File: src/design/okh_pkg.sv
// ----------------------------------------------------------------------------
// okh_pkg - shared types and constants for the one-at-a-time key hash
// Widths, mix shifts, queue sizing, status structs and the byte-mix function.
// ----------------------------------------------------------------------------
package okh_pkg;

  localparam int HASH_W      = 64;
  localparam int BYTE_W      = 8;
  localparam int SIZE_W      = 17;
  localparam int IDX_W       = 16;

  localparam logic [SIZE_W-1:0] SIZE_RESET = 17'd256;
  localparam logic [SIZE_W-1:0] SIZE_CAP   = 17'd65536;

  localparam int MIX_ADD_SH  = 10;
  localparam int MIX_XOR_SH  = 6;
  localparam int FIN_ADD_SH_A = 3;
  localparam int FIN_XOR_SH  = 11;
  localparam int FIN_ADD_SH_B = 15;

  localparam int QUEUE_DEPTH = 2;
  localparam int QPTR_W      = 1;
  localparam int QCNT_W      = 2;

  typedef logic [HASH_W-1:0] hash_t;

  // Queue status seen by the front, the back and the top level
  typedef struct packed {
    logic              full;
    logic              empty;
    logic [QCNT_W-1:0] count;
  } q_stat_t;

  // Back-end status
  typedef struct packed {
    logic busy;
    logic dividing;
  } back_stat_t;

  // Fold one key byte into the running hash
  function automatic hash_t mix_byte(input hash_t hv, input logic [BYTE_W-1:0] b);
    hash_t h;
    h = hv + {{(HASH_W-BYTE_W){1'b0}}, b};
    h = h + (h << MIX_ADD_SH);
    h = h ^ (h >> MIX_XOR_SH);
    return h;
  endfunction

endpackage

File: src/design/okh_queue.sv
// ----------------------------------------------------------------------------
// okh_queue - small hash queue between front and back
// Holds raw key hashes so the front keeps taking bytes while the back divides.
// ----------------------------------------------------------------------------
module okh_queue (
  input  logic               clk,
  input  logic               rst_n,
  input  logic               wr_en,
  input  okh_pkg::hash_t     wr_data,
  input  logic               rd_en,
  output okh_pkg::hash_t     rd_data,
  output okh_pkg::q_stat_t   stat
);

  okh_pkg::hash_t                    mem_r [okh_pkg::QUEUE_DEPTH];
  logic [okh_pkg::QPTR_W-1:0]        wr_ptr_r, wr_ptr_nxt;
  logic [okh_pkg::QPTR_W-1:0]        rd_ptr_r, rd_ptr_nxt;
  logic [okh_pkg::QCNT_W-1:0]        count_r, count_nxt;
  logic                              do_wr, do_rd;

  assign stat.full  = (count_r == okh_pkg::QCNT_W'(okh_pkg::QUEUE_DEPTH));
  assign stat.empty = (count_r == '0);
  assign stat.count = count_r;
  assign rd_data    = mem_r[rd_ptr_r];

  assign do_wr = wr_en && !stat.full;
  assign do_rd = rd_en && !stat.empty;

  // Advance pointers and occupancy
  always_comb begin
    wr_ptr_nxt = wr_ptr_r;
    rd_ptr_nxt = rd_ptr_r;
    count_nxt  = count_r;
    if (do_wr) begin
      wr_ptr_nxt = (wr_ptr_r == okh_pkg::QPTR_W'(okh_pkg::QUEUE_DEPTH - 1)) ? '0
                 : wr_ptr_r + 1'b1;
    end
    if (do_rd) begin
      rd_ptr_nxt = (rd_ptr_r == okh_pkg::QPTR_W'(okh_pkg::QUEUE_DEPTH - 1)) ? '0
                 : rd_ptr_r + 1'b1;
    end
    if (do_wr && !do_rd) begin
      count_nxt = count_r + 1'b1;
    end else if (do_rd && !do_wr) begin
      count_nxt = count_r - 1'b1;
    end
  end

  always_ff @(posedge clk) begin
    if (!rst_n) begin
      wr_ptr_r <= '0;
      rd_ptr_r <= '0;
      count_r  <= '0;
    end else begin
      wr_ptr_r <= wr_ptr_nxt;
      rd_ptr_r <= rd_ptr_nxt;
      count_r  <= count_nxt;
    end
  end

  // Store entries
  always_ff @(posedge clk) begin
    if (do_wr) begin
      mem_r[wr_ptr_r] <= wr_data;
    end
  end

endmodule

File: src/design/okh_front.sv
// ----------------------------------------------------------------------------
// okh_front - byte intake and running hash
// Mixes one key byte per transfer; on the final byte pushes the raw hash.
// ----------------------------------------------------------------------------
module okh_front (
  input  logic                         clk,
  input  logic                         rst_n,
  input  logic                         in_tvalid,
  output logic                         in_tready,
  input  logic [okh_pkg::BYTE_W-1:0]   in_tdata,
  input  logic                         in_tlast,
  input  okh_pkg::q_stat_t             q_stat,
  output logic                         push,
  output okh_pkg::hash_t               push_data
);

  okh_pkg::hash_t hash_r, hash_nxt;
  okh_pkg::hash_t mixed;
  logic           take;

  assign in_tready = !q_stat.full;
  assign take      = in_tvalid && in_tready;
  assign mixed     = okh_pkg::mix_byte(hash_r, in_tdata);
  assign push      = take && in_tlast;
  assign push_data = mixed;

  // Update the running hash; clear it after the final byte
  always_comb begin
    hash_nxt = hash_r;
    if (take) begin
      hash_nxt = in_tlast ? '0 : mixed;
    end
  end

  always_ff @(posedge clk) begin
    if (!rst_n) begin
      hash_r <= '0;
    end else begin
      hash_r <= hash_nxt;
    end
  end

endmodule

File: src/design/okh_back.sv
// ----------------------------------------------------------------------------
// okh_back - finishing mix and bucket reduction
// Runs the three finishing steps, then a bit-serial remainder by table size.
// ----------------------------------------------------------------------------
module okh_back (
  input  logic                         clk,
  input  logic                         rst_n,
  input  logic [okh_pkg::SIZE_W-1:0]   table_size,
  input  okh_pkg::q_stat_t             q_stat,
  input  okh_pkg::hash_t               q_data,
  output logic                         pop,
  output logic                         out_tvalid,
  input  logic                         out_tready,
  output logic [okh_pkg::IDX_W-1:0]    out_tdata,
  output okh_pkg::back_stat_t          stat
);

  localparam logic [1:0] ST_IDLE = 2'd0;
  localparam logic [1:0] ST_FIN  = 2'd1;
  localparam logic [1:0] ST_DIV  = 2'd2;
  localparam logic [1:0] ST_DONE = 2'd3;

  localparam int STEP_W = $clog2(okh_pkg::HASH_W);
  localparam logic [STEP_W-1:0] FIN_LAST = STEP_W'(2);
  localparam logic [STEP_W-1:0] DIV_LAST = STEP_W'(okh_pkg::HASH_W - 1);

  logic [1:0]                    state_r, state_nxt;
  logic [STEP_W-1:0]             step_r, step_nxt;
  okh_pkg::hash_t                work_r, work_nxt;
  logic [okh_pkg::IDX_W-1:0]     rem_r, rem_nxt;
  logic [okh_pkg::SIZE_W-1:0]    div_r, div_nxt;
  logic                          out_valid_r, out_valid_nxt;
  logic [okh_pkg::IDX_W-1:0]     out_data_r, out_data_nxt;
  logic [okh_pkg::SIZE_W-1:0]    trial;
  logic [okh_pkg::SIZE_W-1:0]    size_eff;
  logic                          out_free;

  assign out_tvalid     = out_valid_r;
  assign out_tdata      = out_data_r;
  assign stat.busy      = (state_r != ST_IDLE);
  assign stat.dividing  = (state_r == ST_DIV);
  assign pop            = (state_r == ST_IDLE) && !q_stat.empty;
  assign out_free       = !out_valid_r || out_tready;

  // Clamp the bucket count to the index range
  assign size_eff = (table_size > okh_pkg::SIZE_CAP) ? okh_pkg::SIZE_CAP : table_size;

  // One remainder bit per cycle
  assign trial = {rem_r, work_r[okh_pkg::HASH_W-1]};

  always_comb begin
    state_nxt     = state_r;
    step_nxt      = step_r;
    work_nxt      = work_r;
    rem_nxt       = rem_r;
    div_nxt       = div_r;
    out_valid_nxt = out_valid_r;
    out_data_nxt  = out_data_r;
    if (out_valid_r && out_tready) begin
      out_valid_nxt = 1'b0;
    end
    unique case (state_r)
      ST_IDLE: begin
        if (pop) begin
          work_nxt  = q_data;
          div_nxt   = size_eff;
          step_nxt  = '0;
          state_nxt = ST_FIN;
        end
      end
      ST_FIN: begin
        unique case (step_r)
          STEP_W'(0): work_nxt = work_r + (work_r << okh_pkg::FIN_ADD_SH_A);
          STEP_W'(1): work_nxt = work_r ^ (work_r >> okh_pkg::FIN_XOR_SH);
          default:    work_nxt = work_r + (work_r << okh_pkg::FIN_ADD_SH_B);
        endcase
        if (step_r == FIN_LAST) begin
          step_nxt  = '0;
          rem_nxt   = '0;
          state_nxt = ST_DIV;
        end else begin
          step_nxt = step_r + 1'b1;
        end
      end
      ST_DIV: begin
        work_nxt = work_r << 1;
        rem_nxt  = (trial >= div_r) ? okh_pkg::IDX_W'(trial - div_r)
                                    : okh_pkg::IDX_W'(trial);
        step_nxt = step_r + 1'b1;
        if (step_r == DIV_LAST) begin
          state_nxt = ST_DONE;
        end
      end
      default: begin
        // Hand the index to the output register once it is free
        if (out_free) begin
          out_valid_nxt = 1'b1;
          out_data_nxt  = (div_r == '0) ? '0 : rem_r;
          state_nxt     = ST_IDLE;
        end
      end
    endcase
  end

  always_ff @(posedge clk) begin
    if (!rst_n) begin
      state_r     <= ST_IDLE;
      step_r      <= '0;
      out_valid_r <= 1'b0;
    end else begin
      state_r     <= state_nxt;
      step_r      <= step_nxt;
      out_valid_r <= out_valid_nxt;
    end
  end

  always_ff @(posedge clk) begin
    work_r     <= work_nxt;
    rem_r      <= rem_nxt;
    div_r      <= div_nxt;
    out_data_r <= out_data_nxt;
  end

endmodule

File: src/design/one_at_a_time_key_hash.sv
// ----------------------------------------------------------------------------
// one_at_a_time_key_hash - key byte stream to hash bucket index
//
//   channel  dir  handshake            payload
//   in_      in   in_tvalid/in_tready  in_tdata = key_byte[7:0], in_tlast = last
//   out_     out  out_tvalid/out_tready out_tdata = bucket_index[15:0]
//   cfg_     in   cfg_valid/cfg_ready  cfg_data = table_size[16:0]
//
// Key bytes are taken one per cycle while the queue has room; the running hash is updated in that cycle.
// Each finished key passes through the back end in order: taking it from the queue,
// three finishing-mix steps, 64 remainder steps and the hand-off to the output.
// A two-entry queue of raw hashes lets the front keep taking bytes meanwhile;
// in_tready drops only when that queue is full. Reset (rst_n, synchronous)
// clears the hash, the queue and the output; table_size returns to 256.
// ----------------------------------------------------------------------------
module one_at_a_time_key_hash (
  input  logic                          clk,
  input  logic                          rst_n,
  input  logic                          in_tvalid,
  output logic                          in_tready,
  input  logic [okh_pkg::BYTE_W-1:0]    in_tdata,   // [7:0] key_byte
  input  logic                          in_tlast,
  output logic                          out_tvalid,
  input  logic                          out_tready,
  output logic [okh_pkg::IDX_W-1:0]     out_tdata,  // [15:0] bucket_index
  input  logic                          cfg_valid,
  output logic                          cfg_ready,
  input  logic [okh_pkg::SIZE_W-1:0]    cfg_data
);

  logic [okh_pkg::SIZE_W-1:0] table_size_r, table_size_nxt;
  okh_pkg::q_stat_t           q_stat;
  okh_pkg::back_stat_t        b_stat;
  okh_pkg::hash_t             push_data, q_data;
  logic                       push, pop;

  // Configuration register, always ready
  assign cfg_ready      = 1'b1;
  assign table_size_nxt = (cfg_valid && cfg_ready) ? cfg_data : table_size_r;

  always_ff @(posedge clk) begin
    if (!rst_n) begin
      table_size_r <= okh_pkg::SIZE_RESET;
    end else begin
      table_size_r <= table_size_nxt;
    end
  end

  okh_front u_front (
    .clk       (clk),
    .rst_n     (rst_n),
    .in_tvalid (in_tvalid),
    .in_tready (in_tready),
    .in_tdata  (in_tdata),
    .in_tlast  (in_tlast),
    .q_stat    (q_stat),
    .push      (push),
    .push_data (push_data)
  );

  okh_queue u_queue (
    .clk     (clk),
    .rst_n   (rst_n),
    .wr_en   (push),
    .wr_data (push_data),
    .rd_en   (pop),
    .rd_data (q_data),
    .stat    (q_stat)
  );

  okh_back u_back (
    .clk        (clk),
    .rst_n      (rst_n),
    .table_size (table_size_r),
    .q_stat     (q_stat),
    .q_data     (q_data),
    .pop        (pop),
    .out_tvalid (out_tvalid),
    .out_tready (out_tready),
    .out_tdata  (out_tdata),
    .stat       (b_stat)
  );

  // Reset leaves no result pending and the intake open
  a_reset_clean: assert property (@(posedge clk)
    !rst_n |=> !out_tvalid && in_tready)
    else $error("result or stall left after reset");

  // Queue occupancy never exceeds its depth
  a_queue_bound: assert property (@(posedge clk) disable iff (!rst_n)
    q_stat.count <= okh_pkg::QCNT_W'(okh_pkg::QUEUE_DEPTH))
    else $error("queue overfilled");

  // A finished back-end job always lands in the output register
  a_job_delivered: assert property (@(posedge clk) disable iff (!rst_n)
    $fell(b_stat.busy) && $past(rst_n) |-> out_tvalid)
    else $error("back end finished without a result");

  // The queue is popped only while the back end is idle
  a_pop_idle: assert property (@(posedge clk) disable iff (!rst_n)
    pop |=> b_stat.busy && !b_stat.dividing)
    else $error("pop did not start a finishing pass");

endmodule
File: config.mk
export PLATFORM = sky130hd
export DESIGN_NAME = one_at_a_time_key_hash
export DESIGN_NICKNAME = d
export VERILOG_FILES = /design/src/design/okh_pkg.sv /design/src/design/okh_queue.sv /design/src/design/okh_front.sv /design/src/design/okh_back.sv /design/src/design/one_at_a_time_key_hash.sv
export SDC_FILE = /design/constraint.sdc
export NUM_CORES = 1
export LEC_CHECK = 0
export BUFFER_PORTS_ARGS = -buffer_cell sky130_fd_sc_hd__buf_2
export CAP_MARGIN = 15
export CORE_ASPECT_RATIO = 1.5
export CORE_UTILIZATION = 55
export CTS_CLUSTER_SIZE = 8
export DETAILED_ROUTE_END_ITERATION = 10
export HOLD_SLACK_MARGIN = 0.15
export PLACE_DENSITY = 0.71
export SLEW_MARGIN = 5
export SYNTH_ARGS = -nofsm -noshare
export SYNTH_HDL_FRONTEND = slang
export SYNTH_SLANG_ARGS = --single-unit
File: constraint.sdc
create_clock -name clk -period 12.45 [get_ports clk]
set_input_delay 1.245 -clock clk [delete_from_list [all_inputs] [get_ports clk]]
set_output_delay 1.245 -clock clk [all_outputs]
set_load 0.01 [all_outputs]
==> results.cfg <==
[sta]
hold_violations = 0
final-setup-viol-count = 0
slew_violations = 0
skew_ns = 0.0529
period_minus_slack_ns = 6.98
max_slew_margin = 0.252
setup_slack_ns = 5.47
finalCritPeriodShare = 0.561
worst_pin_slew_ns = 1.09
finalSetupTns_ns = 0
max_freq_mhz = 143
hold-worst-slack_ns = 0.518
rsz0062_at_grt = false

[floorplanning]
die_h_um = 269
coreArea_mm2 = 0.0468
fp-row-count = 97
die_area_mm2 = 0.0484
die_x_um = 180
pin_count = 50
start_util = 0.558

[cells_and_area]
nNetsFinal = 3054
regArea_mm2 = 0.00914
drive_above_1_share = 0.0688
multiInputGateArea_mm2 = 0.0162
n_antenna_cell = 0
fill_cells = 4005
area_delta_synth_final_pct = 8.19

[global_routing]
grt-ovfl-total = 0
grtUsageTotal = 0.325
grt_pass1_wl_um = 123000
antenna_found_initial = 0
grt_max_degree = 75
grt_pass1_vias = 22300

[pwr]
leakage_nw = 11.4
vdd_drop_max_mv = 0.156
p_per_area_mw_per_mm2 = 315

[drt]
drt-initial-drc-count = 1934
drc = 0
vias = 22500
wl_um = 79700
first_pass_iters = 6
vias_per_cell = 6.50
wl_per_cell_um = 23.1
final_antenna_net_count = 0

[clock_network]
clkTransAtPathRegs_ns = 0.05
cts_tree = done
cts_sinks = 336
cts_resized = 0
clockRootBuffer = clkbuf_16
post_cts_buffers = 0
cts_buffer_depth = 3
cts_made_buffers = 48
clk_latency_ns = 0.59
htree_levels = 2
cts_hold_buf = 0

[synth]
synth_ff_type = edfxtp_1
yosysUniqueCellTypes = 103
synth_edf_count = 241
ys_ff_latch = 336
ys_warn_count = 0
ys_async_sr_fraction = 0
synth_commonest_cells = 241 x edfxtp_1, 206 x a21oi_1, 205 x nand2_1, 194 x ha_1, 181 x xnor2_1
synth_area_per_cell_um2 = 9.24
synth_cells = 2830
synth-simple-area-share = 0.158
synth_mux_area_frac = 0.0165
synth_fa_ha_area_frac = 0.0967
syn_nets = 3060
ys_top_cells_by_area = edfxtp_1 28%, ha_1 9.3%, dfxtp_1 7.3%
yosysMostFrequentCell = edfxtp_1
synth_top_area_share = 0.277
yosysTopAreaCell = edfxtp_1
synth_top_family_by_area = compound AO/OA/AOI/OAI gates
yosysSeqAreaShare = 0.350
synth_compound_area_frac = 0.234
synth_xor_area_frac = 0.113
syn_area_mm2 = 0.0261

[critical_path]
crit_fanout = 8
crit_arrival_ns = 7.43
worst_setup_path_end_kind = register
startpoint_type = input pin
cp_slowest_stage_delay_ns = 0.65
critPathBufInv = 1
cp_data_required_time_ns = 12.89
crit_type = in -> reg
slowest_stage = or4_1
crit_top_cell = a21oi_1
crit_family = compound AO/OA/AOI/OAI gates

[place]
dp_hpwl_um = 60400
pre_cts_slack_ns = 4.97
port_buffers = 48
gp_congestion = 1.05

[min_path]
worst_hold_path_type = reg -> reg

[flow_run]
cap_violations = 0

[status]
status = finished clean
## final cells by class
class,instances,area share
clock buffer,84,0.0476
clock inverter,4,0.00314
inverter,88,0.0117
multi-input combinational,2279,0.573
sequential,336,0.323
tap,594,0.0263
timing repair buffer,71,0.0149
## worst min-delay path, stage by stage (launching register included)
cell	delay [ns]
dfxtp_1	0.35
mux2i_1	0.08
nand2_1	0.06
## registers in the layout, summed over array words and instances (netlist names), 2 cells and up, named ones only
signal	cells
u_front.hash_r	64
u_back.state_r	2
u_back.out_tdata	16
table_size_r	17
u_back.step_r	6
u_back.rem_r	16
u_back.div_r	17
u_queue.count_r	2
u_queue.mem_r	128
u_back.work_r	64
## routing by layer
metal  up-vias  track usage  wire length (um)
met5         -            0                 0
li1      10600            -                 -
met3       307       0.0361              4350
met4         0        0.227              5950
met2       867        0.574             38700
met1     10700        0.371             30800
## cells by family after synthesis
family,after synthesis
AOI/OAI and AO/OA,892
xor gates and xnor gates,331
adders and majority gates,199
buffers and inverters,215
DFF,336
muxes,43
other,1
and+or+nand+nor,813
## power by group
group	internal [mW]	switching [mW]	total, mW
clock network	0.751	0.487	1.24
logic	2.13	3.40	5.53
registers	1.67	0.476	2.15
## stage by stage
step           utilization  power [mW]  std cells  cell area [um2]
5_1_grt              0.604        9.48       3456            28300
6_report             0.604        8.92       3456            28300
2_1_floorplan            -        6.01       2830            26100
4_1_cts              0.603        8.79       3453            28300
3_3_place_gp         0.572        7.44       3365            26800
3_5_place_dp         0.572        7.50       3365            26800
## final timing paths
check / from / to / slack [ns] / cells after the start
max: in_tdata[0] / u_front.hash_r[57] / 5.47 / 26
min: table_size_r[8] / table_size_r[8] / 0.52 / 2
max reg2reg: u_front.hash_r[0] / u_front.hash_r[57] / 5.87 / 25
min reg2reg: table_size_r[8] / table_size_r[8] / 0.52 / 2
## placed cells by master, fill, tap and decap left out, types with 24 or more instances in the layout
master and count:
o21bai_1 32, clkbuf_16 48, dfxtp_1 94, a22oi_1 75, nor2b_1 149, a21oi_1 206, o21a_1 25, mux2i_1 42
clkbuf_1 35, a21o_1 100, a31oi_1 30, ha_1 192, nor2_1 156, o21ai_0 123, xnor2_1 181, nand3_1 69
a22o_1 24, nand2_1 205, nor3_1 33, nand4_1 50, a211oi_1 70, o22ai_1 24, and3_1 40, edfxtp_1 241
o211ai_1 25, buf_2 48, xor2_1 144, inv_1 87
Power figures use the tool's default switching activity.
